File: config.mk
export PLATFORM = sky130hd
export DESIGN_NAME = serial_boot_image_receiver_top
export DESIGN_NICKNAME = d
export VERILOG_FILES = /design/src/hw/rtl/sbir_pkg.sv /design/src/hw/rtl/serial_boot_image_receiver_top.sv
export SDC_FILE = /design/constraint.sdc
export NUM_CORES = 1
export LEC_CHECK = 0
export BUFFER_PORTS_ARGS = -buffer_cell sky130_fd_sc_hd__clkbuf_2
export CAP_MARGIN = 20
export CORE_MARGIN = 1
export CORE_UTILIZATION = 25
export CTS_CLUSTER_DIAMETER = 80
export CTS_CLUSTER_SIZE = 10
export DETAILED_ROUTE_END_ITERATION = 10
export PLACE_DENSITY_LB_ADDON = 0.12
export SLEW_MARGIN = 20
export SYNTH_ARGS = -nofsm -noshare
export SYNTH_HDL_FRONTEND = slang
export SYNTH_SLANG_ARGS = --single-unit
File: constraint.sdc
create_clock -name clk -period 9.2 [get_ports clk]
set_input_delay 0.46 -clock clk [delete_from_list [all_inputs] [get_ports clk]]
set_output_delay 0.46 -clock clk [all_outputs]
set_load 0.01 [all_outputs]
File: src/hw/rtl/sbir_pkg.sv
// shared types and constants for the serial boot image receiver
package sbir_pkg;

    localparam int unsigned ADDR_DIGITS  = 8;
    localparam int unsigned SIZE_DIGITS  = 8;
    localparam int unsigned CNT_W        = 4;
    localparam int unsigned SIZE_W       = 27;
    localparam int unsigned ADDR_W       = 32;
    localparam int unsigned CFG_W        = 32;
    localparam int unsigned CFG_IDX_W    = 2;
    localparam int unsigned RES_DEPTH    = 4;
    localparam int unsigned RES_PTR_W    = 2;
    localparam int unsigned RES_CNT_W    = 3;

    localparam logic [ADDR_W-1:0] RELOC_DEFAULT = 32'h0060_0000;
    localparam logic [7:0]        CHAR_LF       = 8'h0A;

    typedef enum logic [1:0] {
        PH_ADDR  = 2'd0,
        PH_SIZE  = 2'd1,
        PH_IMAGE = 2'd2
    } phase_t;

    typedef enum logic [1:0] {
        EV_ECHO  = 2'd0,
        EV_WRITE = 2'd1,
        EV_ERROR = 2'd2,
        EV_START = 2'd3
    } event_t;

    typedef enum logic [CFG_IDX_W-1:0] {
        CFG_RES_START = 2'd0,
        CFG_RES_END   = 2'd1,
        CFG_RELOC     = 2'd2
    } cfg_idx_t;

    typedef struct packed {
        event_t              kind;
        logic [7:0]          data;
        logic [ADDR_W-1:0]   addr;
        logic                rel;
        logic                last;
    } result_t;

endpackage

File: src/hw/rtl/serial_boot_image_receiver_top.sv
// serial boot image receiver: address/size parser, image write stream, result queue
// results are written into the result queue registers and reach the result ports from there
// throughput: one byte per cycle while in_stall is low; a byte giving two results
//   queues both, and input stalls when the 4-entry result queue has < 2 free
// reset: rst_n clears phase, accumulators, config (relocate base to 0x600000)
//   and the result queue; queue entries carry no reset
module serial_boot_image_receiver_top (
    input  logic                          clk,
    input  logic                          rst_n,
    input  logic                          cfg_we,
    input  logic [sbir_pkg::CFG_IDX_W-1:0] cfg_index,
    input  logic [sbir_pkg::CFG_W-1:0]    cfg_data,
    input  logic                          in_valid,
    output logic                          in_stall,
    input  logic [7:0]                    rx_byte,
    output logic                          out_valid,
    input  logic                          out_stall,
    output logic [1:0]                    event_kind,
    output logic [7:0]                    data_byte,
    output logic [sbir_pkg::ADDR_W-1:0]   target_addr,
    output logic                          relocated,
    output logic                          last_of_run
);
    import sbir_pkg::*;

    // configuration registers
    logic [ADDR_W-1:0] res_start_reg;
    logic [ADDR_W-1:0] res_end_reg;
    logic [ADDR_W-1:0] reloc_reg;

    // parser state
    phase_t            phase_reg,  phase_next;
    logic [CNT_W-1:0]  cnt_reg,    cnt_next;
    logic [ADDR_W-1:0] addr_reg,   addr_next;
    logic [SIZE_W-1:0] size_reg,   size_next;
    logic [ADDR_W-1:0] base_reg,   base_next;
    logic [SIZE_W-1:0] rcvd_reg,   rcvd_next;
    logic              rel_reg,    rel_next;

    // result queue
    result_t             res_q [RES_DEPTH];
    logic [RES_PTR_W-1:0] wr_ptr_reg;
    logic [RES_PTR_W-1:0] rd_ptr_reg;
    logic [RES_CNT_W-1:0] count_reg;

    // per-byte results
    result_t    r0, r1;
    logic       two_res;

    logic in_xfer;
    logic out_xfer;

    // ------------------------------------------------------------------
    // byte decode shared by next-state and result logic
    // ------------------------------------------------------------------
    logic              is_lf;
    logic              is_dec;
    logic              is_lhex;
    logic              is_uhex;
    logic              is_hex;
    logic [3:0]        hex_val;
    logic [3:0]        dec_val;
    logic [CNT_W-1:0]  cnt_inc;
    logic [SIZE_W-1:0] size_mul;
    logic [SIZE_W-1:0] size_val;
    logic              size_end;
    logic [ADDR_W:0]   end_sum;
    logic              in1, in2, overlap;
    logic [ADDR_W-1:0] new_base;
    logic [SIZE_W-1:0] rcvd_inc;
    logic              img_done;
    logic [ADDR_W-1:0] wr_addr;

    assign is_lf   = (rx_byte == CHAR_LF);
    assign is_dec  = (rx_byte >= 8'h30) && (rx_byte <= 8'h39);
    assign is_lhex = (rx_byte >= 8'h61) && (rx_byte <= 8'h66);
    assign is_uhex = (rx_byte >= 8'h41) && (rx_byte <= 8'h46);
    assign is_hex  = is_dec || is_lhex || is_uhex;
    assign dec_val = rx_byte[3:0];

    always_comb
    begin
        if (is_dec)
            hex_val = rx_byte[3:0];
        else
            hex_val = 4'(rx_byte[2:0] + 3'd1) + 4'd8;   // 'a'/'A' are xx1, so +9
    end

    assign cnt_inc  = cnt_reg + CNT_W'(1);
    // size * 10 + digit as shift-add, wrapping at 27 bits
    assign size_mul = {size_reg[SIZE_W-4:0], 3'b000} + {size_reg[SIZE_W-2:0], 1'b0}
                    + SIZE_W'(dec_val);
    assign size_val = is_lf ? size_reg : size_mul;
    assign size_end = is_lf || (is_dec && (cnt_inc >= CNT_W'(SIZE_DIGITS)));

    // overlap test, end address formed without wrap
    assign end_sum  = {1'b0, addr_reg} + (ADDR_W + 1)'(size_val);
    assign in1      = (addr_reg >= res_start_reg) && (addr_reg <= res_end_reg);
    assign in2      = (end_sum >= {1'b0, res_start_reg}) && (end_sum <= {1'b0, res_end_reg});
    assign overlap  = in1 || in2;
    assign new_base = overlap ? reloc_reg : addr_reg;

    // image stream
    assign rcvd_inc = rcvd_reg + SIZE_W'(1);
    assign img_done = (rcvd_inc >= size_reg);
    assign wr_addr  = base_reg + ADDR_W'(rcvd_reg);

    // ------------------------------------------------------------------
    // next state
    // ------------------------------------------------------------------
    always_comb
    begin
        phase_next = phase_reg;
        cnt_next   = cnt_reg;
        addr_next  = addr_reg;
        size_next  = size_reg;
        base_next  = base_reg;
        rcvd_next  = rcvd_reg;
        rel_next   = rel_reg;
        unique case (phase_reg)
            PH_IMAGE:
            begin
                rcvd_next = rcvd_inc;
                if (img_done)
                begin
                    phase_next = PH_ADDR;
                    cnt_next   = '0;
                    addr_next  = '0;
                    size_next  = '0;
                    base_next  = '0;
                    rcvd_next  = '0;
                    rel_next   = 1'b0;
                end
            end
            PH_SIZE:
            begin
                if (!is_lf && !is_dec)
                begin
                    // bad digit: back to address phase
                    phase_next = PH_ADDR;
                    cnt_next   = '0;
                    addr_next  = '0;
                    size_next  = '0;
                    base_next  = '0;
                    rcvd_next  = '0;
                    rel_next   = 1'b0;
                end
                else if (size_end && (size_val == '0))
                begin
                    // zero-length image starts at once
                    phase_next = PH_ADDR;
                    cnt_next   = '0;
                    addr_next  = '0;
                    size_next  = '0;
                    base_next  = '0;
                    rcvd_next  = '0;
                    rel_next   = 1'b0;
                end
                else if (size_end)
                begin
                    phase_next = PH_IMAGE;
                    cnt_next   = '0;
                    size_next  = size_val;
                    base_next  = new_base;
                    rcvd_next  = '0;
                    rel_next   = overlap;
                end
                else
                begin
                    size_next = size_mul;
                    cnt_next  = cnt_inc;
                end
            end
            default:
            begin
                // address phase, also covers the unused phase code
                phase_next = PH_ADDR;
                if (is_lf)
                begin
                    phase_next = PH_SIZE;
                    cnt_next   = '0;
                    size_next  = '0;
                end
                else if (is_hex)
                begin
                    addr_next = {addr_reg[ADDR_W-5:0], hex_val};
                    cnt_next  = cnt_inc;
                    if (cnt_inc >= CNT_W'(ADDR_DIGITS))
                    begin
                        phase_next = PH_SIZE;
                        cnt_next   = '0;
                        size_next  = '0;
                    end
                end
                else
                begin
                    cnt_next  = '0;
                    addr_next = '0;
                    size_next = '0;
                    base_next = '0;
                    rcvd_next = '0;
                    rel_next  = 1'b0;
                end
            end
        endcase
    end

    // ------------------------------------------------------------------
    // results caused by the current byte
    // ------------------------------------------------------------------
    always_comb
    begin
        r0      = '{kind: EV_ECHO, data: rx_byte, addr: '0, rel: 1'b0, last: 1'b1};
        r1      = '{kind: EV_ERROR, data: rx_byte, addr: '0, rel: 1'b0, last: 1'b1};
        two_res = 1'b0;
        unique case (phase_reg)
            PH_IMAGE:
            begin
                r0 = '{kind: EV_WRITE, data: rx_byte, addr: wr_addr, rel: rel_reg,
                       last: !img_done};
                r1 = '{kind: EV_START, data: 8'h00, addr: base_reg, rel: rel_reg,
                       last: 1'b1};
                two_res = img_done;
            end
            PH_SIZE:
            begin
                if (!is_lf && !is_dec)
                begin
                    r0.last = 1'b0;
                    two_res = 1'b1;
                end
                else if (size_end && (size_val == '0))
                begin
                    r0.last = 1'b0;
                    r1      = '{kind: EV_START, data: 8'h00, addr: new_base, rel: overlap,
                                last: 1'b1};
                    two_res = 1'b1;
                end
            end
            default:
            begin
                if (!is_lf && !is_hex)
                begin
                    r0.last = 1'b0;
                    two_res = 1'b1;
                end
            end
        endcase
    end

    // ------------------------------------------------------------------
    // handshakes: input waits while the queue lacks room for two results
    // ------------------------------------------------------------------
    assign in_stall  = (count_reg > RES_CNT_W'(RES_DEPTH - 2));
    assign in_xfer   = in_valid && !in_stall;
    assign out_valid = (count_reg != '0);
    assign out_xfer  = out_valid && !out_stall;

    // config writes
    always_ff @(posedge clk or negedge rst_n)
    begin
        if (!rst_n)
        begin
            res_start_reg <= '0;
            res_end_reg   <= '0;
            reloc_reg     <= RELOC_DEFAULT;
        end
        else if (cfg_we)
        begin
            unique case (cfg_index)
                CFG_RES_START: res_start_reg <= cfg_data;
                CFG_RES_END:   res_end_reg   <= cfg_data;
                CFG_RELOC:     reloc_reg     <= cfg_data;
                default:       ;
            endcase
        end
    end

    // parser state update
    always_ff @(posedge clk or negedge rst_n)
    begin
        if (!rst_n)
        begin
            phase_reg <= PH_ADDR;
            cnt_reg   <= '0;
            addr_reg  <= '0;
            size_reg  <= '0;
            base_reg  <= '0;
            rcvd_reg  <= '0;
            rel_reg   <= 1'b0;
        end
        else if (in_xfer)
        begin
            phase_reg <= phase_next;
            cnt_reg   <= cnt_next;
            addr_reg  <= addr_next;
            size_reg  <= size_next;
            base_reg  <= base_next;
            rcvd_reg  <= rcvd_next;
            rel_reg   <= rel_next;
        end
    end

    // queue pointers and fill count
    always_ff @(posedge clk or negedge rst_n)
    begin
        if (!rst_n)
        begin
            wr_ptr_reg <= '0;
            rd_ptr_reg <= '0;
            count_reg  <= '0;
        end
        else
        begin
            if (in_xfer)
                wr_ptr_reg <= wr_ptr_reg + (two_res ? RES_PTR_W'(2) : RES_PTR_W'(1));
            if (out_xfer)
                rd_ptr_reg <= rd_ptr_reg + RES_PTR_W'(1);
            count_reg <= count_reg
                       + (in_xfer ? (two_res ? RES_CNT_W'(2) : RES_CNT_W'(1)) : '0)
                       - (out_xfer ? RES_CNT_W'(1) : '0);
        end
    end

    // queue entries, no reset
    always_ff @(posedge clk)
    begin
        if (in_xfer)
        begin
            res_q[wr_ptr_reg] <= r0;
            if (two_res)
                res_q[wr_ptr_reg + RES_PTR_W'(1)] <= r1;
        end
    end

    // head of queue drives the result ports
    assign event_kind  = res_q[rd_ptr_reg].kind;
    assign data_byte   = res_q[rd_ptr_reg].data;
    assign target_addr = res_q[rd_ptr_reg].addr;
    assign relocated   = res_q[rd_ptr_reg].rel;
    assign last_of_run = res_q[rd_ptr_reg].last;

endmodule
==> results.cfg <==
[sta]
setup_tns_ns = 0
slew_headroom = 0.2955
hold_violations = 0
finalCritPeriodShare = 0.9564
worst_slew_pin_slew_ns = 1.053
setup_viol = 0
period_needed_ns = 8.799
holdWs_ns = 0.08662
rsz0062_at_grt = no
skew_ns = 0.03408
fmax_ghz = 0.1136
setup_ws_ns = 0.4009
timing.final.max_slew_violations = 0

[finish]
area_growth_pct = 14.21
drive_gt1_frac = 0.1327
n_antenna_cell = 0
final_core_util = 0.2893
regMostFlops = res_q
fin_nets = 2995
largest_reg_flops = 176

[floorplanning]
fp-row-count = 118
fp.coreArea_um2 = 104100
fp.dieW_um = 326.7
dieHeight_um = 326.7
dieArea_um2 = 106800
io_pins = 93
initial_core_util = 0.2533

[logic_synthesis]
yosys.area.top_type = dfrtp_1
yosys_warnings = 0
synth_area_leaders = dfrtp_1 (21%), edfxtp_1 (19%), ha_1 (13%), nand2_1 (3.9%), o21ai_0 (3.8%)
synthMuxAreaShare = 0.07864
synth_xor_area_frac = 0.03488
syn_avg_cell_area_um2 = 10.14
synthCells = 2600
synth-edff-count = 168
synth_seq_area_share = 0.4140
netlist_area_um2 = 26360
synth-simple-area-share = 0.1189
synth_top_family_by_area = compound AO/OA/AOI/OAI gates
ys_async_sr_fraction = 0.5644
synth-compound-area-share = 0.1842
ys_types = 81
syn_nets = 2922
synth_commonest_cells = nand2_1 (271), ha_1 (270), dfrtp_1 (226)
synth_ff_type = dfrtp_1
synth_fa_ha_area_frac = 0.1319
yosysTopAreaCellShare = 0.2145
synthMostInstantiatedCell = nand2_1
synth_seq_cells = 404

[power_and_ir_drop]
irDropWorstVdd_mv = 0.1290
power.total_w = 0.005652
p_leak_nw = 12.57
powerDensity_nw_per_um2 = 187.7

[clock_network]
clkLatencyLatePin_ns = 0.63
post_cts_buffers = 0
cts_tree = yes
cts-root-buf = clkbuf_16
cts.sinks = 404
clkTransAtPathRegs_ns = 0.06
htreeDepth = 2
cts.path.max_buffers = 3
cts_made_buffers = 48

[critical_path]
path_max_fanout = 33
start_kind = flip-flop
max_stage_delay_ns = 0.51
arrival_ns = 9.13
cpMaxStageDelayCell = fa_1
end_kind = flip-flop
worstSetupPathType = flip-flop to flip-flop
cpMostUsedCell = a21oi_1
worst_ep_required_time_ns = 9.53

[detailed_routing]
first_pass_iters = 5
wirelength_um = 96490
via_per_inst = 5.132
antenna_left = 0
drc = 0
drtIter0Drc = 1509
vias = 20971
post_drt_wl_per_cell_um = 23.62

[placement]
place_congestion = 0.8493
io_buffers = 92
hpwl_um = 70540
pre_cts_ws_ns = 0.3339

[grt]
grtUsageMet2 = 0.3054
grt_use_total = 0.1789
grt_use_met3 = 0.02490
grt_pass1_wl_um = 142900
grt_pass1_vias = 20846
gr-total-overflow = 0
grt_max_degree = 142
grt_use_met1 = 0.2380
antenna_found_initial = 2
top_usage_layer = met2

[job]
max-cap-violations = 0

[min_path]
hold_class = input port to flip-flop

[outcome]
status = complete, no violations
==> where the power goes <==
group	switching [W]	internal [W]
logic	0.000911	0.000554
registers	0.000153	0.00218
clock network	0.000817	0.00104
==> path summary, 6_finish.rpt <==
kind	start	endpoint	slack, ns	depth (start not counted)
max reg2reg	size_reg[2]	res_q[1][24]	0.40	35
max in group asynchronous	rst_n	rd_ptr_reg[0]	7.31	3
min in group asynchronous	rst_n	size_reg[16]	0.48	2
max	size_reg[2]	res_q[1][24]	0.40	35
min	cfg_data[12]	res_start_reg[12]	0.09	3
min reg2reg	res_q[2][43]	res_q[2][43]	0.44	2
==> per-layer routing <==
layer | vias to the layer above | share of wire
li1 | 9899 | -
met5 | - | 0
met2 | 495 | 0.48
met1 | 10478 | 0.45
met3 | 99 | 0.047
met4 | 0 | 0.019
==> layout make-up <==
cell class                      instances  area (um2)
Clock inverter                          8       127.6
Fill cell                           10840       73980
Multi-Input combinational cell       1936       14550
Sequential cell                       404       10920
Timing Repair Buffer                  143       940.9
Clock buffer                           75        1323
Inverter                              140       525.5
Tap cell                             1380        1727
==> logic make-up (layout without fill, tap and decap cells) <==
logic type      Yosys count  after routing
compound gates          760            760
mux                     144            144
simple gates            652            652
flops                   404            404
fa+ha+maj               275            275
xor+xnor                105            105
buf+inv                 260            366
==> per-stage QoR <==
step | cells | area (um2)
global placement | 3999 | 28550
finish | 4086 | 30110
CTS | 4085 | 30060
global route | 4086 | 30110
floorplan | 2600 | 26360
detailed placement | 4001 | 28600
==> critical path, delay by kind of cell (launching register included) <==
| kind | cells | cell delay [ns] |
|---|---|---|
| compound gates | 21 | 4.76 |
| fa+ha+maj | 4 | 1.57 |
| buf+inv | 2 | 0.52 |
| simple gates | 5 | 0.52 |
| xor+xnor | 2 | 0.33 |
| mux | 1 | 0.30 |
| flops | 1 | 0.46 |
==> cell usage in the layout, fill, tap and decap left out, drive strengths merged, types with 27 or more instances in the layout <==
cell and instances:
edfxtp 168, mux2i 35, nor2 102, o22ai 141, ha 270, buf 51
nand4 31, xor2 49, inv 141, a21oi 120, a2bb2oi 32, nor3 27
o21ai 208, xnor2 56, mux4 44, nand3 55, o31ai 47, clkbuf 166
nand2b 29, nand2 271, a21o 62, mux2 65, dfrtp 226
==> timing repair <==
action | 4_1_cts | 5_1_grt
endpoints found under the hold margin | 85 | 0
endpoints found under the setup margin | 0 | 126
hold buffers | 1 | 0
gates resized for setup | 0 | 3
No activity file was read; power rests on OpenSTA's default activity.
